[config.mk]
export PLATFORM = sky130hd
export DESIGN_NAME = circular_deque_buffer_top
export DESIGN_NICKNAME = d
export VERILOG_FILES = /design/src/design/cdb_pkg.sv /design/src/design/cdb_store.sv /design/src/design/cdb_ctrl.sv /design/src/design/circular_deque_buffer_top.sv
export SDC_FILE = /design/constraint.sdc
export NUM_CORES = 1
export LEC_CHECK = 0
export ABC_CLOCK_PERIOD_IN_PS = 9300
export BUFFER_PORTS_ARGS = -buffer_cell sky130_fd_sc_hd__buf_2
export CORE_MARGIN = 1.5
export CORE_UTILIZATION = 45
export CTS_BUF_LIST = sky130_fd_sc_hd__clkbuf_8
export CTS_CLUSTER_SIZE = 30
export DETAILED_ROUTE_END_ITERATION = 8
export SETUP_SLACK_MARGIN = 0.2
export SYNTH_ARGS = -nofsm -noshare
export SYNTH_HDL_FRONTEND = slang
export SYNTH_SLANG_ARGS = --single-unit
[constraint.sdc]
create_clock -name clk_i -period 9.3 [get_ports clk_i]
set_clock_uncertainty 0.1 [all_clocks]
set_input_delay 1.86 -clock clk_i [delete_from_list [all_inputs] [get_ports clk_i]]
set_output_delay 1.86 -clock clk_i [all_outputs]
set_load 0.02 [all_outputs]
[src/design/cdb_pkg.sv]
// Shared types and constants for the circular deque buffer.
package cdb_pkg;

  localparam int unsigned DepthDef   = 16;
  localparam int unsigned CapW       = 5;
  localparam int unsigned ValW       = 32;
  localparam logic [CapW-1:0] CapReset  = 5'd16;
  localparam logic [ValW-1:0] EmptyMark = 32'hFFFF_FFFF;

  typedef enum logic [1:0] {
    FUNC_PUSH_FRONT = 2'd0,
    FUNC_PUSH_REAR  = 2'd1,
    FUNC_POP_FRONT  = 2'd2,
    FUNC_POP_REAR   = 2'd3
  } func_e;

  typedef struct packed {
    logic is_empty;
    logic is_full;
    logic rejected;
  } flags_t;

endpackage

[src/design/cdb_store.sv]
// Element store: one write port, two registered read ports.
module cdb_store #(
  parameter int unsigned Depth = cdb_pkg::DepthDef,
  parameter int unsigned IdxW  = $clog2(Depth)
) (
  input  logic                     clk_i,
  input  logic                     we_i,
  input  logic [IdxW-1:0]          waddr_i,
  input  logic [cdb_pkg::ValW-1:0] wdata_i,
  input  logic                     re_i,
  input  logic [IdxW-1:0]          raddr_a_i,
  input  logic [IdxW-1:0]          raddr_b_i,
  output logic [cdb_pkg::ValW-1:0] rdata_a_o,
  output logic [cdb_pkg::ValW-1:0] rdata_b_o
);
  import cdb_pkg::*;

  logic [ValW-1:0] mem_q [Depth];

  always_ff @(posedge clk_i) begin
    if (we_i) begin
      mem_q[waddr_i] <= wdata_i;
    end
  end

  always_ff @(posedge clk_i) begin
    if (re_i) begin
      rdata_a_o <= mem_q[raddr_a_i];
      rdata_b_o <= mem_q[raddr_b_i];
    end
  end

endmodule

[src/design/cdb_ctrl.sv]
// Index and occupancy update, sequencing and result register.
module cdb_ctrl #(
  parameter int unsigned Depth = cdb_pkg::DepthDef,
  parameter int unsigned IdxW  = $clog2(Depth),
  parameter int unsigned CntW  = (cdb_pkg::CapW > $clog2(Depth + 1)) ?
                                 cdb_pkg::CapW : $clog2(Depth + 1)
) (
  input  logic                     clk_i,
  input  logic                     rst_ni,
  input  logic [CntW-1:0]          cap_i,
  input  logic                     clr_i,
  output logic                     idle_o,
  input  logic                     in_valid_i,
  output logic                     in_ready_o,
  input  logic [1:0]               func_i,
  input  logic [cdb_pkg::ValW-1:0] value_i,
  output logic                     out_valid_o,
  input  logic                     out_ready_i,
  output logic [cdb_pkg::ValW-1:0] front_value_o,
  output logic [cdb_pkg::ValW-1:0] rear_value_o,
  output cdb_pkg::flags_t          flags_o,
  output logic                     we_o,
  output logic [IdxW-1:0]          waddr_o,
  output logic [cdb_pkg::ValW-1:0] wdata_o,
  output logic                     re_o,
  output logic [IdxW-1:0]          raddr_a_o,
  output logic [IdxW-1:0]          raddr_b_o,
  input  logic [cdb_pkg::ValW-1:0] rdata_a_i,
  input  logic [cdb_pkg::ValW-1:0] rdata_b_i
);
  import cdb_pkg::*;

  typedef enum logic [2:0] {
    ST_IDLE = 3'b001,
    ST_READ = 3'b010,
    ST_DONE = 3'b100
  } state_e;

  state_e          st_q, st_d;
  logic [IdxW-1:0] head_q, head_d, tail_q, tail_d;
  logic [CntW-1:0] occ_q, occ_d;
  flags_t          flags_q, flags_d;
  logic            accept, load_out;
  logic            out_valid_q;
  logic [ValW-1:0] front_q, rear_q;
  flags_t          out_flags_q;

  function automatic logic [IdxW-1:0] step_fwd(input logic [IdxW-1:0] i,
                                               input logic [CntW-1:0] cap);
    logic [CntW-1:0] nxt;
    nxt = CntW'(i) + CntW'(1);
    return (nxt >= cap) ? '0 : nxt[IdxW-1:0];
  endfunction

  function automatic logic [IdxW-1:0] step_back(input logic [IdxW-1:0] i,
                                                input logic [CntW-1:0] cap);
    logic [CntW-1:0] last;
    last = cap - CntW'(1);
    return (i == '0 || CntW'(i) >= cap) ? last[IdxW-1:0] : i - IdxW'(1);
  endfunction

  assign idle_o     = (st_q == ST_IDLE);
  assign in_ready_o = (st_q == ST_IDLE);
  assign accept     = in_valid_i && in_ready_o;
  assign wdata_o    = value_i;
  assign load_out   = (st_q == ST_DONE) && (!out_valid_q || out_ready_i);

  always_comb begin
    head_d   = head_q;
    tail_d   = tail_q;
    occ_d    = occ_q;
    we_o     = 1'b0;
    waddr_o  = '0;
    flags_d  = flags_q;
    flags_d.rejected = 1'b0;
    if (accept) begin
      unique case (func_e'(func_i))
        FUNC_PUSH_FRONT, FUNC_PUSH_REAR: begin
          if (occ_q >= cap_i) begin
            flags_d.rejected = 1'b1;
          end else if (occ_q == '0) begin
            head_d  = '0;
            tail_d  = '0;
            we_o    = 1'b1;
            waddr_o = '0;
            occ_d   = CntW'(1);
          end else if (func_e'(func_i) == FUNC_PUSH_FRONT) begin
            head_d  = step_back(head_q, cap_i);
            we_o    = 1'b1;
            waddr_o = head_d;
            occ_d   = occ_q + CntW'(1);
          end else begin
            tail_d  = step_fwd(tail_q, cap_i);
            we_o    = 1'b1;
            waddr_o = tail_d;
            occ_d   = occ_q + CntW'(1);
          end
        end
        FUNC_POP_FRONT, FUNC_POP_REAR: begin
          if (occ_q == '0) begin
            flags_d.rejected = 1'b1;
          end else if (occ_q == CntW'(1)) begin
            head_d = '0;
            tail_d = '0;
            occ_d  = '0;
          end else if (func_e'(func_i) == FUNC_POP_FRONT) begin
            head_d = step_fwd(head_q, cap_i);
            occ_d  = occ_q - CntW'(1);
          end else begin
            tail_d = step_back(tail_q, cap_i);
            occ_d  = occ_q - CntW'(1);
          end
        end
        default: ;
      endcase
      flags_d.is_empty = (occ_d == '0);
      flags_d.is_full  = (occ_d >= cap_i);
    end
    if (clr_i) begin
      head_d = '0;
      tail_d = '0;
      occ_d  = '0;
    end
  end

  always_comb begin
    st_d = st_q;
    unique case (st_q)
      ST_IDLE: if (accept) begin
        st_d = ST_READ;
      end
      ST_READ: st_d = ST_DONE;
      ST_DONE: if (load_out) begin
        st_d = ST_IDLE;
      end
      default: st_d = ST_IDLE;
    endcase
  end

  assign re_o      = (st_q == ST_READ);
  assign raddr_a_o = head_q;
  assign raddr_b_o = tail_q;

  always_ff @(posedge clk_i or negedge rst_ni) begin
    if (!rst_ni) begin
      st_q        <= ST_IDLE;
      head_q      <= '0;
      tail_q      <= '0;
      occ_q       <= '0;
      out_valid_q <= 1'b0;
    end else begin
      st_q   <= st_d;
      head_q <= head_d;
      tail_q <= tail_d;
      occ_q  <= occ_d;
      if (load_out) begin
        out_valid_q <= 1'b1;
      end else if (out_ready_i) begin
        out_valid_q <= 1'b0;
      end
    end
  end

  always_ff @(posedge clk_i) begin
    if (accept) begin
      flags_q <= flags_d;
    end
    if (load_out) begin
      front_q     <= flags_q.is_empty ? EmptyMark : rdata_a_i;
      rear_q      <= flags_q.is_empty ? EmptyMark : rdata_b_i;
      out_flags_q <= flags_q;
    end
  end

  assign out_valid_o   = out_valid_q;
  assign front_value_o = front_q;
  assign rear_value_o  = rear_q;
  assign flags_o       = out_flags_q;

endmodule

[src/design/circular_deque_buffer_top.sv]
// Circular deque buffer top level: capacity register, controller and store.
// After acceptance, a request passes the store read and then the result load;
// the load waits while an earlier result is still held in the result register.
// One request is handled at a time; a new one is taken while a result waits.
// Reset: empty deque, capacity 16; store contents are undefined until written.
// A capacity write empties the deque.
module circular_deque_buffer_top #(
  parameter int unsigned DEPTH = cdb_pkg::DepthDef
) (
  input  logic                     clk_i,
  input  logic                     rst_ni,
  input  logic                     cfg_valid_i,
  output logic                     cfg_ready_o,
  input  logic [cdb_pkg::CapW-1:0] capacity_i,
  input  logic                     in_valid_i,
  output logic                     in_ready_o,
  input  logic [1:0]               func_i,
  input  logic signed [cdb_pkg::ValW-1:0] value_i,
  output logic                     out_valid_o,
  input  logic                     out_ready_i,
  output logic signed [cdb_pkg::ValW-1:0] front_value_o,
  output logic signed [cdb_pkg::ValW-1:0] rear_value_o,
  output logic                     is_empty_o,
  output logic                     is_full_o,
  output logic                     rejected_o
);
  import cdb_pkg::*;

  localparam int unsigned IdxW = $clog2(DEPTH);
  localparam int unsigned CntW = (CapW > $clog2(DEPTH + 1)) ? CapW : $clog2(DEPTH + 1);

  logic [CapW-1:0] cap_q;
  logic [CntW-1:0] cap_nz, cap_eff;
  logic            cfg_fire, idle;
  flags_t          flags;
  logic            we, re;
  logic [IdxW-1:0] waddr, raddr_a, raddr_b;
  logic [ValW-1:0] wdata, rdata_a, rdata_b, front_u, rear_u;

  // a pending request goes first
  assign cfg_ready_o = idle && !in_valid_i;
  assign cfg_fire    = cfg_valid_i && cfg_ready_o;

  always_ff @(posedge clk_i or negedge rst_ni) begin
    if (!rst_ni) begin
      cap_q <= CapReset;
    end else if (cfg_fire) begin
      cap_q <= capacity_i;
    end
  end

  assign cap_nz  = (cap_q == '0) ? CntW'(1) : CntW'(cap_q);
  assign cap_eff = (cap_nz > CntW'(DEPTH)) ? CntW'(DEPTH) : cap_nz;

  cdb_ctrl #(
    .Depth (DEPTH),
    .IdxW  (IdxW),
    .CntW  (CntW)
  ) u_ctrl (
    .clk_i         (clk_i),
    .rst_ni        (rst_ni),
    .cap_i         (cap_eff),
    .clr_i         (cfg_fire),
    .idle_o        (idle),
    .in_valid_i    (in_valid_i),
    .in_ready_o    (in_ready_o),
    .func_i        (func_i),
    .value_i       (value_i),
    .out_valid_o   (out_valid_o),
    .out_ready_i   (out_ready_i),
    .front_value_o (front_u),
    .rear_value_o  (rear_u),
    .flags_o       (flags),
    .we_o          (we),
    .waddr_o       (waddr),
    .wdata_o       (wdata),
    .re_o          (re),
    .raddr_a_o     (raddr_a),
    .raddr_b_o     (raddr_b),
    .rdata_a_i     (rdata_a),
    .rdata_b_i     (rdata_b)
  );

  cdb_store #(
    .Depth (DEPTH),
    .IdxW  (IdxW)
  ) u_store (
    .clk_i     (clk_i),
    .we_i      (we),
    .waddr_i   (waddr),
    .wdata_i   (wdata),
    .re_i      (re),
    .raddr_a_i (raddr_a),
    .raddr_b_i (raddr_b),
    .rdata_a_o (rdata_a),
    .rdata_b_o (rdata_b)
  );

  assign front_value_o = front_u;
  assign rear_value_o  = rear_u;
  assign is_empty_o    = flags.is_empty;
  assign is_full_o     = flags.is_full;
  assign rejected_o    = flags.rejected;

endmodule

# Yosys cells after proc, flatten, opt, wreduce, memory -nomap -nowiden

Memory sizes are Yosys's and may differ from the RTL's. A register that Yosys moved wholly into a read port is not among the register bits.
Index checks and enable logic that the tools add are counted.

Bits in registers: 92
Latch bits: 0
Memory bits (writable): 512
Memory bits (read-only): 0
Input port bits: 44
Output and inout bits: 70
Logic and storage cells: 116
Memories: 1

Memory list:

| name          | depth | bits a word | read ports | clocked after memory_dff | wr ports | RTL line        | source |
|---|---|---|---|---|---|---|---|
| u_store.mem_q | 16    | 32          | 2          | 2                        | 1        | cdb_store.sv:18 | `logic [ValW-1:0] mem_q [Depth];` |

Add/sub/neg operators: 7
Multipliers: 0
Div/mod/pow operators: 0
$lt $le $gt $ge: 7
Equality and inequality tests: 15
Shifts and indexed selects: 0
Mux-type cells: 50
Bitwise operators: 0
Reduce and logical (&&, ||, !) cells: 22

Operator list:

| operator            | number |
|---|---|
| $mux 4              | 25 |
| $mux 5              | 9 |
| $ge 5x5->1          | 4 |
| $pmux 4 s2          | 2 |
| $logic_not 5->1     | 3 |
| $sub 4x1->4 const B | 3 |
| $add 4x1->5 const B | 2 |
| $ge 4x5->1          | 2 |
| $pmux 5 s2          | 1 |
| $reduce_and 5->1    | 2 |
| $mux 1              | 9 |
| $pmux 3 s3          | 1 |
| $logic_not 4->1     | 2 |
| $ne 4x2->1 const B  | 2 |
| $mux 3              | 2 |
| $ne 3x3->1 const B  | 2 |
| $add 5x1->5 const B | 1 |
| $eq 5x1->1 const B  | 1 |
| $gt 5x5->1 const B  | 1 |
| $sub 5x1->5 const B | 1 |
| $eq 2x2->1 const B  | 2 |
| $logic_and 1x1->1   | 4 |
| $ne 2x1->1 const B  | 2 |
| $ne 4x3->1 const B  | 1 |
| other kinds (12)    | 17 |

# Logic depth before layout (Yosys ltp)

Word-level depth: 13
Mapped depth: 17

# Hierarchy

From an unflattened synthesis, not the netlist that was laid out.

Cells, all modules: 1597
Area total of the unflattened synthesis: 30113.9 µm²

By module, submodules not included:

| module                    | instances | cells an instance | area an instance (µm²) |
|---|---|---|---|
| cdb_store                 | 1         | 1141              | 24843.8 |
| cdb_ctrl                  | 1         | 436               | 5019.8 |
| circular_deque_buffer_top | 1         | 20                | 250.2 |

# Least setup slack after synthesis

OpenSTA, ideal clock, no wires.

Path kind: input to register
Start: input port func_i[1]
End: memory u_store.mem_q[0][0] (enable)
Library setup time: 0.513 ns
Data arrival time: 6.192 ns
Slack: 2.495 ns
Cell stages on the path: 6
Path buffers: 1
Path through: buf_2 -> or2_2 -> o211a_1 -> o311a_1 -> o31ai_1 -> nor4b_1

Word-level cells in the longest chain between the ends: 6

RTL lines:

| what                                                          | RTL line                        | source |
|---|---|---|
| start, declared                                               | circular_deque_buffer_top.sv:17 | `input logic [1:0] func_i,` |
| $eq 2x1->1 / $logic_not 2->1 (equally long branches)          | cdb_ctrl.sv:77, cdb_ctrl.sv:87  |  |
| $reduce_or 2->1 / $mux 4 (equally long branches)              | cdb_ctrl.sv:77, cdb_ctrl.sv:87  |  |
| $mux 1 / $mux 4 (equally long branches)                       | cdb_ctrl.sv:77, cdb_ctrl.sv:81  |  |
| $mux 1 / $mux 4 (equally long branches)                       | cdb_ctrl.sv:76, cdb_ctrl.sv:79  |  |
| $mux 1 / $mux 4 (equally long branches)                       | cdb_store.sv:21, cdb_ctrl.sv:77 |  |
| $mux 1 (not written as such) / $mux 4 (equally long branches) | cdb_store.sv:22, cdb_ctrl.sv:76 |  |
| end, declared                                                 | cdb_store.sv:18                 |  |

Parallel ways exist; a longest one is shown, timed or not.

# Worst setup path in the final report

Start: register cap_q[4]
End: memory u_store.mem_q[1][4] (enable)

Word-level cells in the longest chain between the ends: 12

RTL lines:

| what                   | RTL line                        | source |
|---|---|---|
| start, declared        | circular_deque_buffer_top.sv:32 | `logic [CapW-1:0] cap_q;` |
| start signal, assigned | circular_deque_buffer_top.sv:46 | `cap_q <= CapReset;` |
| start signal, assigned | circular_deque_buffer_top.sv:48 | `cap_q <= capacity_i;` |
| $logic_not 5->1        | circular_deque_buffer_top.sv:52 | `assign cap_nz = (cap_q == '0) ? CntW'(1) : CntW'(cap_q);` |
| $mux 5 *               | circular_deque_buffer_top.sv:52 |  |
| $gt 5x5->1             | circular_deque_buffer_top.sv:53 | `assign cap_eff = (cap_nz > CntW'(DEPTH)) ? CntW'(DEPTH) : cap_nz;` |
| $mux 5 *               | circular_deque_buffer_top.sv:53 |  |
| $ge 4x5->1             | cdb_ctrl.sv:59                  | `return (i == '0 \|\| CntW'(i) >= cap) ? last[IdxW-1:0] : i - IdxW'(1);` |
| $logic_or 1x1->1       | cdb_ctrl.sv:59                  |  |
| $mux 4                 | cdb_ctrl.sv:59                  |  |
| $mux 4                 | cdb_ctrl.sv:87                  | `end else if (func_e'(func_i) == FUNC_PUSH_FRONT) begin` |
| $mux 4                 | cdb_ctrl.sv:81                  | `end else if (occ_q == '0) begin` |
| $mux 4                 | cdb_ctrl.sv:79                  | `if (occ_q >= cap_i) begin` |
| $mux 4                 | cdb_ctrl.sv:77                  | `unique case (func_e'(func_i))` |
| $mux 4                 | cdb_ctrl.sv:76                  | `if (accept) begin` |

Mark *: on every way between the ends. The rest lies on a longest branch, timed or not.

==> flow_metrics.env <==
export IMPL_status="finished, violations left"
export IMPL_violations="design-rule violations"
export IMPL_met2_usage=0.342
export IMPL_cpMaxStageDelayCell="nor2_4"
export IMPL_root_buffer="clkbuf_8"
export IMPL_cp_start_kind="flip-flop"
export IMPL_crit_family="simple AND/OR/NAND/NOR gates"
export IMPL_powerDensity_nw_per_um2=288
export IMPL_ant_nets=0
export IMPL_ys_flop_type="edfxtp_1"
export IMPL_tightest_slew_ns=1.11
export IMPL_drt_total_wl_mm=70.3
export IMPL_drcViolationCount=7
export IMPL_cap_violations=0
export IMPL_synth_area_um2=30100
export IMPL_die_w_um=261
export IMPL_fin_util=0.513
export IMPL_hold_class="flip-flop to flip-flop"
export IMPL_postSynthCellCount=1444
export IMPL_gr_total_overflow=0
export IMPL_grt_pass1_vias=16300
export IMPL_setup_slack_ns=4.06
export IMPL_finalNetCount=1693
export IMPL_drt_iter0_drc=1260
export IMPL_busiest_layer="met2"
export IMPL_drive_gt1_frac=0.423
export IMPL_row_count=94
export IMPL_finalSetupViolCount=0
export IMPL_cts_resized_gates=0
export IMPL_required_ns=9.57
export IMPL_cts_reportedPaths_clkPinSlew_ns=0.07
export IMPL_grt_use_met1=0.294
export IMPL_clockBufferDepth=3
export IMPL_crit_path_frequent_cell="inv_1"
export IMPL_async_flop_share=0.0329
export IMPL_port_buffers=113
export IMPL_path_class="flip-flop to flip-flop"
export IMPL_avgSynthCellArea_um2=20.8
export IMPL_design_area_um2=33800
export IMPL_cts_buffers=112
export IMPL_yosysUniqueCellTypes=69
export IMPL_synth_fp_nets=1525
export IMPL_synth_seq_cells=668
export IMPL_tritoncts="done"
export IMPL_grt_pass1_wl_mm=105
export IMPL_num_fill_cells=5351
export IMPL_max_freq_ghz=0.191
export IMPL_antenna_found_initial=3
export IMPL_crit_arrival_ns=5.52
export IMPL_end_kind="flip-flop"
export IMPL_met3_usage=0.0409
export IMPL_wl_per_cell_um=27.4
export IMPL_cts_htree_levels=3
export IMPL_pre_cts_slack_ns=4.03
export IMPL_cp_num_buf_inv=3
export IMPL_die_area_um2=68400
export IMPL_cts_setup_buffers=0
export IMPL_die_h_um=261
export IMPL_grt_max_degree=95
export IMPL_areaGrowthSynthToFinish_pct=12.5
export IMPL_rsz0062_at_grt="no"
export IMPL_finalCriticalPeriod_ns=5.24
export IMPL_core_area_um2=66000
export IMPL_place_hpwl_mm=40.2
export IMPL_p_total_mw=9.75
export IMPL_firstDrtPassIters=9
export IMPL_yosys_warnings=0
export IMPL_post_route_period_util=0.564
export IMPL_vias=15400
export IMPL_initial_core_util=0.456
export IMPL_place_congestion=0.887
export IMPL_hold_violations=0
export IMPL_cp_max_fo=18
export IMPL_peakVddDrop_uv=199
export IMPL_clk_latency_ns=0.73
export IMPL_ys_seq_area_frac=0.664
export IMPL_vias_per_cell=6.00
export IMPL_drv_slew=0
export IMPL_synth_edf_count=646
export IMPL_p_leak_nw=10.9
export IMPL_pin_count=114
export IMPL_layout_commonest_cell="edfxtp_1"
export IMPL_grt_usage=0.212
export IMPL_cts_sinks=668
export IMPL_layout_common_cells="edfxtp_1, mux4_2, clkbuf_8"
export IMPL_critPathMaxStageDelay_ns=0.75
export IMPL_cts_hold_buf=0
export IMPL_relSlewSlack=0.257
export IMPL_place_area_um2=31700
export IMPL_path_cells="inv_1 > o21ai_1 > inv_1 > ha_1 > nand2b_1 > a2111oi_2 > nor3_1 > o31ai_1 > nand2_1 > nor2_4 > buf_4"
export IMPL_tns_ns=0
logic make-up (layout without fill, tap and decap cells):
kind of cell,count (synthesis),after routing,share of synthesized area
xor+xnor,11,11,0.00320
mux,331,331,0.244
fa+ha+maj,37,37,0.0154
simple gates,192,192,0.0361
other cells,0,1,0
flops,668,668,0.664
buf+inv,107,364,0.0142
compound gates,98,98,0.0236
flip-flops by register name, summed over array words and instances, names as in the netlist:
signal	cells
u_ctrl.occ_q	5
u_ctrl.front_value_o	32
u_ctrl.flags_o	3
u_ctrl.flags_q	3
u_store.mem_q	512
u_store.rdata_b_o	32
u_ctrl.out_valid_o	1
u_ctrl.st_q	3
u_ctrl.raddr_a_o	4
cap_q	5
u_store.rdata_a_o	32
u_ctrl.rear_value_o	32
u_ctrl.raddr_b_o	4
layout make-up:
class                           count  area (µm²)  share of cell area
Timing Repair Buffer              144         823              0.0243
Tap cell                          864        1080              0.0320
Antenna cell                        1        2.50           0.0000740
Inverter                           17        63.8             0.00189
Clock buffer                      120        1650              0.0488
Clock inverter                     83         417              0.0123
Sequential cell                   668       20000               0.591
Multi-Input combinational cell    669        9810               0.290
per-stage QoR:
| step | cells | hold slack [ns] |
|---|---|---|
| finish | 2566 | 0.319 |
| global route | 2566 | 0.345 |
| CTS | 2565 | 0.322 |
| detailed placement | 2362 | 0.307 |
| global placement | 2362 | 0.310 |
| floorplan | 1444 | 0.300 |
cell usage after synthesis (all sizes together), types with 5 or more instances:
library cell / n / area, µm²
nand2b: 10 / 65.1
and2: 5 / 32.5
buf: 38 / 169
nand2: 25 / 93.8
xor2: 7 / 61.3
clkbuf: 52 / 195
nand3: 10 / 50.1
edfxtp: 646 / 19400
nor3b: 5 / 37.5
nor2b: 6 / 37.5
dfrtp: 20 / 500
nor3: 9 / 45.0
mux4: 320 / 7210
mux2: 8 / 90.1
o21ai: 23 / 119
a21o: 11 / 82.6
or2: 66 / 413
ha: 37 / 463
inv: 16 / 60.1
and3: 10 / 68.8
nor4b: 5 / 43.8
a32oi: 5 / 43.8
nor2: 30 / 113
a21oi: 12 / 60.1
metal layers:
metal	share of wire	vias up	wire length (µm)
met5	0.00041	-	29
met4	0.021	4	1450
met3	0.055	101	3870
met2	0.50	450	35100
met1	0.43	8271	29900
li1	-	6564	-
path summary, 6_finish.rpt:
| kind | from | endpoint | slack (ns) | cells after the start |
|---|---|---|---|---|
| worst max-delay path | cap_q[4]$_DFFE_PN1P_ | u_store.mem_q[1][4]$_DFFE_PP_ | 4.06 | 11 |
| worst min-delay path | u_ctrl.flags_q[1]$_DFFE_PP_ | u_ctrl.flags_o[1]$_DFFE_PP_ | 0.32 | 0 |
| worst max register to register | cap_q[4]$_DFFE_PN1P_ | u_store.mem_q[1][4]$_DFFE_PP_ | 4.06 | 11 |
| worst min register to register | u_ctrl.flags_q[1]$_DFFE_PP_ | u_ctrl.flags_o[1]$_DFFE_PP_ | 0.32 | 0 |
| max in group asynchronous | rst_ni | u_ctrl.raddr_b_o[1]$_DFFE_PN0P_ | 7.57 | 1 |
| min in group asynchronous | rst_ni | cap_q[1]$_DFFE_PN0P_ | 1.03 | 1 |
report_power, final:
part	internal, mW	switching (mW)	leakage (nW)
sequential	3.65	0.262	6.08
combinational	1.68	1.73	3.63
clock	1.24	1.18	1.19
total	6.58	3.17	10.9
No activity file was read; power rests on OpenSTA's default activity.
